`src/rtl/nnts_pkg.sv`:
```
// Shared types and constants for the nearest-neighbor thumbnail scaler.
// Used by the channel interfaces, the controller, the datapath and the divider.
package nnts_pkg;

    localparam int DIM_W     = 10;          // image dimension fields
    localparam int PIX_W     = 32;          // one RGBA / BGRA pixel
    localparam int DIV_W     = 2 * DIM_W;   // divider dividend width
    localparam int DIV_CNT_W = $clog2(DIV_W);
    localparam int CFG_IDX_W = 1;

    localparam logic [DIM_W-1:0] FALLBACK_WIDTH = DIM_W'(160);

    typedef enum logic [CFG_IDX_W-1:0] {
        REG_TARGET_WIDTH  = 1'b0,
        REG_DEFAULT_WIDTH = 1'b1
    } cfg_reg_t;

    typedef enum logic [0:0] {
        OP_LOAD = 1'b0,
        OP_EMIT = 1'b1
    } op_t;

    // Step of the end-of-frame size calculation
    typedef enum logic [2:0] {
        FIN_NONE = 3'd0,
        FIN_SIZE = 3'd1,
        FIN_DIV1 = 3'd2,
        FIN_DIV2 = 3'd3,
        FIN_DIV3 = 3'd4,
        FIN_QHW  = 3'd5,
        FIN_DONE = 3'd6
    } fin_t;

    typedef struct packed {
        logic load;        // store one source pixel
        logic emit_read;   // read the next output pixel, advance the scan
        logic emit_none;   // post a no-data result
        logic emit_out;    // post the pixel read in the previous cycle
        logic div_start;
        fin_t fin;
    } cmd_t;

    typedef struct packed {
        logic frame_ready;
        logic last_load;   // the offered load item completes the frame
        logic div_done;
        logic out_free;    // result register can take a result this cycle
    } status_t;

    function automatic logic [PIX_W-1:0] rgba_to_bgra(input logic [PIX_W-1:0] p);
        return {p[31:24], p[7:0], p[15:8], p[23:16]};
    endfunction

endpackage

```
`src/rtl/nnts_ctrl.sv`:
```
// Sequencer of the thumbnail scaler: request acceptance, emit read and
// end-of-frame size setup. Depends on nnts_pkg for command/status types.
module nnts_ctrl (
    input  logic              clk,
    input  logic              rst_n,
    input  logic              req_valid,
    input  logic              req_op,
    output logic              req_ready,
    input  nnts_pkg::status_t st,
    output nnts_pkg::cmd_t    cmd
);
    import nnts_pkg::*;

    typedef enum logic [7:0] {
        S_IDLE = 8'b0000_0001,
        S_READ = 8'b0000_0010,
        S_SIZE = 8'b0000_0100,
        S_DIV1 = 8'b0000_1000,
        S_DIV2 = 8'b0001_0000,
        S_DIV3 = 8'b0010_0000,
        S_QHW  = 8'b0100_0000,
        S_DONE = 8'b1000_0000
    } state_t;

    state_t state_reg, state_next;
    logic   run_reg, run_next;
    logic   xfer;

    assign req_ready = (state_reg == S_IDLE) && st.out_free;
    assign xfer      = req_valid && req_ready;

    always_comb
    begin
        state_next = state_reg;
        cmd        = '0;
        cmd.fin    = FIN_NONE;
        unique case (state_reg)
            S_IDLE:
            begin
                if (xfer)
                begin
                    if (req_op == OP_LOAD)
                    begin
                        cmd.load = 1'b1;
                        if (st.last_load)
                            state_next = S_SIZE;
                    end
                    else if (st.frame_ready)
                    begin
                        cmd.emit_read = 1'b1;
                        state_next    = S_READ;
                    end
                    else
                        cmd.emit_none = 1'b1;
                end
            end
            S_READ:
            begin
                cmd.emit_out = 1'b1;
                state_next   = S_IDLE;
            end
            S_SIZE:
            begin
                cmd.fin    = FIN_SIZE;
                state_next = S_DIV1;
            end
            S_DIV1:
            begin
                cmd.fin       = FIN_DIV1;
                cmd.div_start = !run_reg;
                if (st.div_done)
                    state_next = S_DIV2;
            end
            S_DIV2:
            begin
                cmd.fin       = FIN_DIV2;
                cmd.div_start = !run_reg;
                if (st.div_done)
                    state_next = S_DIV3;
            end
            S_DIV3:
            begin
                cmd.fin       = FIN_DIV3;
                cmd.div_start = !run_reg;
                if (st.div_done)
                    state_next = S_QHW;
            end
            S_QHW:
            begin
                cmd.fin    = FIN_QHW;
                state_next = S_DONE;
            end
            S_DONE:
            begin
                cmd.fin    = FIN_DONE;
                state_next = S_IDLE;
            end
            default:
                state_next = S_IDLE;
        endcase
    end

    // Track whether the divider was launched in the current divide state
    always_comb
    begin
        run_next = run_reg;
        if (st.div_done)
            run_next = 1'b0;
        else if (cmd.div_start)
            run_next = 1'b1;
    end

    always_ff @(posedge clk or negedge rst_n)
    begin
        if (!rst_n)
        begin
            state_reg <= S_IDLE;
            run_reg   <= 1'b0;
        end
        else
        begin
            state_reg <= state_next;
            run_reg   <= run_next;
        end
    end

endmodule

```
`config.mk`:
```
export PLATFORM = sky130hd
export DESIGN_NAME = nnts_ctrl
export DESIGN_NICKNAME = d
export VERILOG_FILES = /design/src/rtl/nnts_pkg.sv /design/src/rtl/nnts_ctrl.sv
export SDC_FILE = /design/constraint.sdc
export NUM_CORES = 1
export LEC_CHECK = 0
export BUFFER_PORTS_ARGS = -buffer_cell sky130_fd_sc_hd__clkbuf_2
export CAP_MARGIN = 15
export CORE_AREA = 2 2 42 63
export CTS_CLUSTER_DIAMETER = 60
export DETAILED_ROUTE_END_ITERATION = 10
export DIE_AREA = 0 0 44 65
export PLACE_DENSITY = 0.59
export SKIP_LAST_GASP = 1
export SLEW_MARGIN = 20
export SYNTH_ARGS = -nofsm -noshare
export SYNTH_HDL_FRONTEND = slang
export SYNTH_SLANG_ARGS = --single-unit
```
`constraint.sdc`:
```
create_clock -name clk -period 1.3 [get_ports clk]
set_input_delay 0.065 -clock clk [delete_from_list [all_inputs] [get_ports clk]]
set_output_delay 0.065 -clock clk [all_outputs]
set_load 0.005 [all_outputs]
```
# ---- Word level (Yosys, flattened, before mapping)
# Index checks and enable logic that the tools add are counted.
# Widths: inputs -> output; s select.
dict set report op_classes {
  muxes 19
  eq_ne 14
  reduce_logical 6
}
# operator n
set ops {}
lappend ops {{$mux 8} 7}
lappend ops {{$pmux 8 s6} 1}
lappend ops {{$pmux 3 s6} 1}
lappend ops {{$eq 8x1->1 const B} 1}
lappend ops {{$eq 8x2->1 const B} 1}
lappend ops {{$eq 8x3->1 const B} 1}
lappend ops {{$eq 8x4->1 const B} 1}
lappend ops {{$eq 8x5->1 const B} 1}
lappend ops {{$eq 8x6->1 const B} 1}
lappend ops {{$eq 8x7->1 const B} 1}
lappend ops {{$eq 8x8->1 const B} 1}
lappend ops {{$ne 2x2->1 const B} 4}
lappend ops {{$mux 1} 7}
lappend ops {{$mux 3} 2}
lappend ops {{$ne 3x3->1 const B} 2}
lappend ops {{$reduce_and 6->1} 1}
lappend ops {{$reduce_or 3->1} 1}
lappend ops {{$logic_and 1x1->1} 2}
lappend ops {{$mux 2} 1}
lappend ops {{$reduce_bool 2->1} 1}
lappend ops {{$logic_not 1->1} 1}
dict set report word_totals {
  wordCells 41
  input_bits 8
  register_bits 9
}

# ---- Logic depth before layout (Yosys ltp)
# Gate-level depths: netlist (run 1).
dict set report depth {
  depth_word 5
  ltp_mapped 4
  depth_no_buf 3
}

# ---- Least setup slack after synthesis (run 1)
# OpenSTA, ideal clock, no wires.
dict set report synth_path {
  kind {flip-flop to flip-flop}
  from {register state_reg[7]}
  to {register state_reg[6]}
  path_stages_with_launch 5
  slack_ns 0.013
  synth_period_minus_slack_ns 1.287
  setup_time_ns 0.122
  path_buffers 1
  arrival_ns 1.165
  cell_sequence {dfrtp_1 -> buf_6 -> nor4_4 -> o2111ai_1 -> o2111a_1}
}
dict set report synth_between {
  elab_chain_cells 5
}
# item line
set synth_lines {}
lappend synth_lines {{from (decl)} nnts_ctrl.sv:25} ;# state_t state_reg, state_next;
lappend synth_lines {{from (signal assigned)} nnts_ctrl.sv:122} ;# state_reg <= state_next;
lappend synth_lines {{$eq 8x1->1} {nnts_ctrl.sv:29, nnts_ctrl.sv:37}}
lappend synth_lines {{$logic_and 1x1->1} nnts_ctrl.sv:29} ;# assign req_ready = (state_reg == S_IDLE) && st.out_free;
lappend synth_lines {{$logic_and 1x1->1} nnts_ctrl.sv:30} ;# assign xfer = req_valid && req_ready;
lappend synth_lines {{$ne 2x2->1 (no source line)} n/a}
lappend synth_lines {{$reduce_and 6->1 (no source line)} n/a}
# Parallel ways exist; a longest one is shown, timed or not.
# A chain may end at the register's enable or synchronous reset.

==> impl_metrics.csv, run 1 <==
group,metric,value,unit
run_status,violations,"negative setup slack",
global_route,grt_overflow_total,0,
clock_tree,h-tree-depth,1,
clock_tree,cts_buffers,3,
clock_tree,insertion_delay,260,ps
floorplan,fp.dieW,44,um
timing,slew_violations,0,
route,drc_errors,0,
timing,fin_ws,-348,ps
route,antenna_left,0,
timing,post-route-min-period,1650,ps
synth,ys_seq_elements,9,
global_route,grt_pass1_vias,744,
worst_setup_path,max_stage_delay,420,ps
worst_setup_path,path_buf_inv,4,
floorplan,dieHeight,65,um
floorplan,io_pins,17,
global_route,grt_max_degree,10,
global_route,grt_first_pass_wirelength,3260,um
cells_and_area,antenna_cells,0,
pwr,seqPwrFrac,0.305,
timing,max_freq,607,MHz
cells_and_area,drive_above_1_share,0.626,
route,drt-total-wl,2120,um
worst_setup_path,crit_chain,"buf_4 -> buf_12 -> buf_8 -> nor2_1 -> nand4_1 -> o21ai_2 -> buf_2",
pwr,p_total,1160,uW
timing,rsz0062_at_grt,"yes",
timing,max_slew_margin,0.789,
floorplan,start_util,0.283,
worst_setup_path,end_kind,"primary output",
synth,syn_area_per_cell,8.94,um2
clock_tree,clock_sinks,9,
cells_and_area,n_fill_cell,225,
timing,fin_crit_sh,1.27,
synth,synth_flop_cell,"dfrtp_1",
run_status,status,"finished with violations",
worst_setup_path,crit_path_top_delay_cell,"dfrtp_2",
min_path,hp-class,"input pin to flop",
pwr,switchingPower,405,uW
timing,setup_viol,15,
synth,syn-num-nets,83,
job,cap_violations,0,
worst_setup_path,critPathKind,"flop to primary output",
synth,ys_seq_area_frac,0.338,
cells_and_area,largest_reg_flops,8,
route,vias,735,
cells_and_area,fin_util,0.471,
timing,fin_setup_tns,-3490,ps
cells_and_area,final_nets,124,
worst_setup_path,worst_setup_path_start_kind,"flop",
pwr,vdd_drop_max,0.969,mV
worst_setup_path,crit_family,"buffers and inverters",
pwr,clkPwrFrac,0.189,
synth,netlist_top_cells_area,"dfrtp_1 (30%), nor4_4 (6.3%), xor2_1 (5.2%)",
pwr,power_density,1040,nW/um2
placed_design,numPlacedInstances,124,
pwr,power_frac_comb,0.506,
floorplan,die-area,2860,um2
placed_design,place_congestion,0.776,
global_route,grt_use_total,0.153,
timing,hold_violations,0,
worst_setup_path,reg2reg_depth,6,
timing,tightest_slew,314,ps
worst_setup_path,required,1240,ps
clock_tree,clock_path_buffers,2,
synth,synth_edf_count,0,
synth,yosys_warnings,0,
min_path,hold_depth,3,
synth,post_synth_num_cell_types,31,
timing,clock_skew,5.63,ps
synth,yosysTopAreaCellShare,0.299,
placed_design,io_buffer_count,16,
placed_design,post-dp-hpwl,1400,um
clock_tree,clkTransAtPathRegs,60,ps
route,post_drt_wl_per_cell,15.3,um
synth,synth_area_leader_cell,"dfrtp_1",
synth,syn_area,671,um2
route,drt_iter0_drc,13,
cells_and_area,instances_no_fill,139,
synth,syn_inst,75,
synth,synthArstFlopShare,1.00,
pwr,intPower,754,uW
route,drtPass1Iterations,4,
pwr,p_leak,0.000545,uW
global_route,antenna_found_initial,0,
worst_setup_path,worstPathArrival,1580,ps
route,via_per_inst,5.29,
worst_setup_path,worstSetupPathDepth,7,
floorplan,rows,22,
pwr,netSwitchingFraction,0.349,
clock_tree,cts_tree,"yes",
cells_and_area,area_growth,66.4,%
floorplan,core,2370,um2
worst_setup_path,crit_path_max_fanout,7,
clock_tree,root_buffer,"clkbuf_4",
metrics by stage:
step	hold WS, ps	setup slack [ps]	instance area [um2]
2_1_floorplan	-231	13.4	671
3_3_place_gp	-56.9	-109	853
3_5_place_dp	-58.7	-156	853
4_1_cts	4.25	-344	1040
5_1_grt	23.3	-440	1120
6_report	7.20	-348	1120
worst register-to-register path: cells and delay by family, from the launching register on:
kind | cells | cell delay [ps]
AO/OA/AOI/OAI | 2 | 400
AND/OR/NAND/NOR | 1 | 170
buffers and inverters | 3 | 460
flip-flops | 1 | 420
power by group through the flow:
stage | Sequential, uW | Combinational [uW] | Clock, uW
3_3_place_gp | 347 | 390 | 0
5_1_grt | 356 | 639 | 242
6_report | 354 | 586 | 219
4_1_cts | 352 | 581 | 227
3_5_place_dp | 348 | 392 | 0
2_1_floorplan | 340 | 233 | 0
final timing paths:
check / from / endpoint / slack [ps]
worst max-delay path: state_reg[7]$_DFFE_PN0P_ / cmd[0] / -350
worst min-delay path: st[2] / state_reg[2]$_DFFE_PN0P_ / 7
worst max register to register: state_reg[7]$_DFFE_PN0P_ / state_reg[6]$_DFFE_PN0P_ / -250
worst min register to register: run_reg$_DFFE_PN0P_ / run_reg$_DFFE_PN0P_ / 550
max in group asynchronous: rst_n / state_reg[0]$_DFFE_PN1P_ / 790
min in group asynchronous: rst_n / run_reg$_DFFE_PN0P_ / 240
timing repair:
action | in CTS | in global routing
hold endpoints to repair | 9 | 0
gates resized for setup | 24 | 20
pin swaps | 8 | 13
hold buffers | 1 | 0
setup endpoints to repair | 13 | 17
buffers inserted | 8 | 3
logic make-up (layout without fill, tap and decap cells):
family,count (synthesis),count (layout),synth area share
AND/OR/NAND/NOR,35,35,0.351
flip-flops,9,9,0.338
multiplexers,2,2,0.0299
XOR/XNOR,4,4,0.0522
buffers and inverters,12,52,0.0933
AO/OA/AOI/OAI,13,13,0.136
area by class of cell:
type                       count  area [um2]  share of cell area
multi-input combinational     54         492               0.441
timing repair buffer          42         313               0.280
tap                           24        30.0              0.0269
sequential                     9         233               0.209
clock buffer                   4        26.3              0.0235
inverter                       6        22.5              0.0202
layer usage:
layer	routed length [um]	vias to the layer above	GRT usage	share of wire
li1	-	352	-	-
met1	752	350	0.149	0.35
met2	1180	25	0.289	0.56
met3	110	8	0.0223	0.052
met4	78	0	0.0871	0.037
met5	0	-	0	0
synthesized netlist by cell type (4+ instances only):
library cell	number
dfrtp_1	8
nor4_1	5
nand2_1	5
inv_1	6
xor2_1	4
o21ai_0	5
nor2_1	9
layout by cell type, fill, tap and decap left out, drive strengths merged, types with 2 or more instances in the layout:
| cell | count |
|---|---|
| o21ai | 5 |
| nor3 | 2 |
| a21oi | 2 |
| buf | 27 |
| nand2b | 2 |
| dfrtp | 8 |
| and3 | 2 |
| nor2 | 9 |
| inv | 6 |
| o2111a | 2 |
| nand2 | 5 |
| xor2 | 4 |
| clkbuf | 18 |
| nor4 | 7 |
| mux2i | 2 |
No activity file was read; power rests on OpenSTA's default activity.
==> run 2: changes to the inputs <==
- GPL_TIMING_DRIVEN: unset -> 0
==> run 2 against run 1 <==
  * The flow still finishes with violations (negative setup slack)
  * Wire length down 6.2%
  * Global-route usage down 1.3 points
  * Clock-buffer cell count unchanged
==> impl_metrics.csv, run 2 (synthesized netlist as in run 1, its figures left out) <==
group,metric,value,unit
run_status,status,"finished with violations",
run_status,violations,"negative setup slack",
global_route,grt_pass1_vias,679,
cells_and_area,antenna_cells,0,
worst_setup_path,path_buf_inv,1,
worst_setup_path,crit_path_max_fanout,7,
floorplan,die-area,2860,um2
clock_tree,clock_path_buffers,2,
pwr,p_total,1100,uW
worst_setup_path,max_stage_delay,600,ps
clock_tree,clock_sinks,9,
timing,fin_crit_sh,1.29,
pwr,switchingPower,384,uW
cells_and_area,final_nets,121,
timing,fin_ws,-377,ps
cells_and_area,drive_above_1_share,0.563,
route,drt-total-wl,1990,um
cells_and_area,largest_reg_flops,8,
cells_and_area,instances_no_fill,136,
global_route,grt_use_total,0.140,
route,drtPass1Iterations,4,
pwr,vdd_drop_max,0.626,mV
cells_and_area,design_area,1060,um2
global_route,antenna_found_initial,0,
worst_setup_path,crit_family,"flip-flops",
cells_and_area,area_growth,57.5,%
route,drc_errors,0,
timing,setup_viol,15,
clock_tree,h-tree-depth,1,
route,antenna_left,0,
placed_design,io_buffer_count,16,
timing,clock_skew,3.47,ps
pwr,seqPwrFrac,0.321,
worst_setup_path,end_kind,"primary output",
timing,slew_violations,0,
pwr,netSwitchingFraction,0.349,
timing,tightest_slew,324,ps
global_route,grt_overflow_total,0,
clock_tree,clkTransAtPathRegs,60,ps
cells_and_area,multi_input_area,464,um2
route,vias,706,
placed_design,post-dp-hpwl,1210,um
placed_design,place_congestion,0.801,
pwr,power_density,1040,nW/um2
clock_tree,cts_buffers,3,
worst_setup_path,worst_setup_path_start_kind,"flop",
clock_tree,root_buffer,"clkbuf_4",
cells_and_area,final_cell_mix,"clkbuf_2 (15), buf_4 (13), buf_6 (8)",
global_route,grt_max_degree,11,
pwr,p_leak,0.000523,uW
cells_and_area,n_fill_cell,225,
clock_tree,cts_tree,"yes",
route,drt_iter0_drc,9,
timing,hold_violations,0,
route,post_drt_wl_per_cell,14.6,um
pwr,clkPwrFrac,0.203,
job,cap_violations,0,
floorplan,start_util,0.283,
worst_setup_path,crit_chain,"nor2b_1 -> nand3_4 -> nor4_2 -> buf_2",
clock_tree,insertion_delay,260,ps
floorplan,rows,22,
floorplan,io_pins,17,
timing,max_freq,596,MHz
cells_and_area,mostFrequentLayoutCell,"clkbuf_2",
route,via_per_inst,5.19,
pwr,intPower,715,uW
worst_setup_path,worstPathArrival,1610,ps
placed_design,post_dp_cell_area,781,um2
placed_design,numPlacedInstances,115,
floorplan,fp.dieW,44,um
placed_design,post-place-ws,-181,ps
worst_setup_path,crit_path_top_delay_cell,"dfstp_2",
timing,post-route-min-period,1680,ps
timing,max_slew_margin,0.783,
global_route,grt_first_pass_wirelength,2970,um
worst_setup_path,critPathKind,"flop to primary output",
timing,rsz0062_at_grt,"yes",
floorplan,dieHeight,65,um
worst_setup_path,required,1240,ps
min_path,hp-class,"input pin to flop",
floorplan,core,2370,um2
cells_and_area,regArea,230,um2
pwr,power_frac_comb,0.476,
==> run 2: cell count changes in the layout (fill, tap and decap cells not counted), sizes merged <==
cell,delta
clkbuf,+1
buf,-4
==> run 2: path summary, 6_finish.rpt <==
check	startpoint	to	slack, ps	cells after the start
setup / recovery	state_reg[0]$_DFFE_PN1P_	cmd[6]	-380	4
hold / removal	st[2]	state_reg[2]$_DFFE_PN0P_	20	3
setup reg to reg	state_reg[6]$_DFFE_PN0P_	state_reg[0]$_DFFE_PN1P_	-190	7
hold reg to reg	run_reg$_DFFE_PN0P_	run_reg$_DFFE_PN0P_	530	2
max in group asynchronous	rst_n	state_reg[0]$_DFFE_PN1P_	830	2
min in group asynchronous	rst_n	run_reg$_DFFE_PN0P_	200	2
==> run 2: per-layer routing <==
layer  track usage  wire, um
met5             0         0
met4        0.0909        43
met3        0.0279        88
met2         0.237      1130
met1         0.151       724
==> run 2: worst min-delay path: stages <==
cell,delay (ps)
clkbuf_2,90
inv_1,60
nor4_2,40
==> run 2: area by class of cell <==
cell class              count  area share
repair buffers             34       0.214
inverters                   6      0.0213
plain buffers               5      0.0533
flip-flops and latches      9       0.218
multi-input cells          54       0.440
well taps                  24      0.0284
clock buffers               4      0.0249
==> run 2: through the flow <==
step	utilization	hold slack (ps)	setup TNS [ps]
2_1_floorplan	-	-231	0
3_3_place_gp	0.330	-64.7	-927
3_5_place_dp	0.330	-61.9	-1080
4_1_cts	0.405	7.14	-2810
5_1_grt	0.446	19.8	-4470
6_report	0.446	16.1	-3080
==> run 2: repair_timing <==
action                                  4_1_cts  5_1_grt
hold buffers                                  1        0
pin swaps                                    11        9
gates resized for setup                      21       15
hold endpoints to repair                      9        0
endpoints found under the setup margin       14       15
setup buffers                                10       10
==> run 2: power groups by stage <==
stage	Sequential [uW]	Clock (uW)	Combinational, uW
CTS	347	226	424
global route	357	250	566
detailed placement	346	0	312
floorplan	340	0	233
finish	352	223	523
global placement	346	0	308
==> run 3: changes to the inputs <==
- BUFFER_PORTS_ARGS: -buffer_cell sky130_fd_sc_hd__clkbuf_2 -> unset
- DONT_BUFFER_PORTS: unset -> 1
- PLACE_DENSITY: 0.59 -> 0.53
==> run 3 against run 2 <==
  * The run still ends with negative setup slack left
  * Clock power up 6%
  * Utilization decreased by 2.9 points
  * First-iteration DRC count grew 89%
  * Wire length fell by 12%
  * Combinational power fell by 6.3%
  * Register-to-register slack got worse by 70 ps
  * Via count is 10% lower
  * Critical path depth down 1
  * Die area did not move
  * Sequential power is 3% lower
  * Cell count is 14% lower
  * Cell area fell by 6.5%
  * Critical endpoint is now cmd[3]
  * Highest routed layer unchanged
==> impl_metrics.csv, run 3 (synthesized netlist as in run 1, its figures left out) <==
group,metric,value,unit
timing,clock_skew,2.35,ps
placed_design,io_buffer_count,0,
worst_setup_path,worst_setup_path_start_kind,"flop",
global_route,antenna_found_initial,0,
cells_and_area,multi_input_area,500,um2
timing,hold_violations,0,
cells_and_area,antenna_cells,0,
cells_and_area,mostFrequentLayoutCell,"buf_4",
cells_and_area,area_growth,47.2,%
floorplan,core,2370,um2
timing,rsz0062_at_grt,"yes",
timing,max_freq,635,MHz
worst_setup_path,crit_family,"simple AND/OR/NAND/NOR gates",
placed_design,post_dp_cell_area,701,um2
route,drt_iter0_drc,17,
cells_and_area,drive_above_1_share,0.462,
cells_and_area,final_cell_mix,"buf_4 (11), inv_1 (6), nor4_4 (5), dlygate4sd3_1 (5), dfrtp_1 (5)",
pwr,vdd_drop_max,0.703,mV
floorplan,die-area,2860,um2
worst_setup_path,max_stage_delay,430,ps
route,via_per_inst,5.41,
route,drtPass1Iterations,4,
worst_setup_path,critPathKind,"flop to primary output",
clock_tree,cts_buffers,3,
global_route,grt_pass1_vias,640,
timing,max_slew_margin,0.700,
run_status,status,"finished with violations",
route,vias,633,
worst_setup_path,end_kind,"primary output",
min_path,hp-class,"input pin to flop",
cells_and_area,n_fill_cell,233,
job,cap_violations,0,
cells_and_area,design_area,987,um2
clock_tree,cts_tree,"yes",
worst_setup_path,crit_chain,"nor4_4 -> o2111ai_2 -> nor2_1",
clock_tree,h-tree-depth,1,
floorplan,io_pins,17,
route,drc_errors,0,
pwr,p_leak,0.000434,uW
clock_tree,clkTransAtPathRegs,60,ps
global_route,use_met1,0.120,
route,post_drt_wl_per_cell,15.0,um
global_route,grt_first_pass_wirelength,2820,um
route,drt-total-wl,1760,um
global_route,met3_usage,0.0223,
floorplan,rows,22,
cells_and_area,regArea,230,um2
worst_setup_path,worstPathArrival,1510,ps
cells_and_area,largest_reg_flops,8,
timing,tightest_slew,448,ps
timing,slew_violations,0,
global_route,busiest_layer,"met2",
global_route,grt_use_total,0.136,
cells_and_area,final_nets,102,
clock_tree,root_buffer,"clkbuf_4",
timing,fin_crit_sh,1.21,
placed_design,post-dp-hpwl,1070,um
floorplan,dieHeight,65,um
timing,fin_ws,-275,ps
floorplan,fp.dieW,44,um
timing,setup_viol,13,
clock_tree,insertion_delay,280,ps
worst_setup_path,crit_path_max_fanout,4,
placed_design,place_congestion,0.731,
pwr,power_density,1080,nW/um2
run_status,violations,"negative setup slack",
global_route,grt_max_degree,11,
global_route,use_met2,0.261,
clock_tree,clock_sinks,9,
floorplan,start_util,0.283,
clock_tree,clock_path_buffers,2,
cells_and_area,fin_util,0.417,
worst_setup_path,required,1240,ps
worst_setup_path,crit_path_top_delay_cell,"dfrtp_2",
worst_setup_path,path_buf_inv,0,
route,antenna_left,0,
global_route,grt_overflow_total,0,
timing,post-route-min-period,1570,ps
-- run 3: what timing repair did --
action                     in CTS  in global routing
resized for setup              18                 19
pin swaps                       7                  7
hold endpoints to repair       13                  0
setup endpoints to repair      14                 15
hold buffers                    5                  0
buffers inserted                5                  5
-- run 3: through the flow --
stage	power (uW)	instances	setup slack [ps]	TNS [ps]	hold WS, ps
after floorplan	572	75	13.4	0	-231
after global placement	623	99	-210	-755	-230
after detailed placement	622	99	-228	-644	-230
after CTS	964	112	-267	-2330	21.2
after global routing	1120	117	-349	-3470	20.2
final	1070	117	-275	-2550	19.0
-- run 3: path summary, 6_finish.rpt --
path / from / depth (start not counted) / end / slack (ps)
min reg2reg: run_reg$_DFFE_PN0P_ / 2 / run_reg$_DFFE_PN0P_ / 520
min in group asynchronous: rst_n / 1 / run_reg$_DFFE_PN0P_ / 170
max: state_reg[1]$_DFFE_PN0P_ / 3 / cmd[3] / -270
max reg2reg: state_reg[6]$_DFFE_PN0P_ / 5 / state_reg[1]$_DFFE_PN0P_ / -260
min: st[1] / 1 / state_reg[6]$_DFFE_PN0P_ / 20
max in group asynchronous: rst_n / 1 / state_reg[0]$_DFFE_PN1P_ / 800
-- run 3: routing by layer --
layer / part of all wire / up-vias
li1: - / 304
met1: 0.37 / 303
met2: 0.56 / 21
met3: 0.040 / 5
met4: 0.032 / 0
met5: 0 / -
-- run 3: worst reg2reg max path, stage by stage, from the launching register on --
cell and delay (ps):
dfrtp_1 370, buf_6 130, nor4_4 350, nand3_4 190
buf_4 190, nor4_4 240
-- run 3: final cells by class --
type,instances,share of cell area
multi-input combinational,54,0.507
timing repair buffer,15,0.131
buffer,5,0.0494
tap,24,0.0304
clock buffer,4,0.0266
inverter,6,0.0228
sequential,9,0.233
-- run 3: where the power goes --
| part | internal, uW | total, uW | switching, uW | leakage [uW] |
|---|---|---|---|---|
| Sequential | 314 | 343 | 28.4 | 0.000117 |
| Combinational | 225 | 490 | 266 | 0.000302 |
| Clock | 119 | 237 | 118 | 0.0000150 |
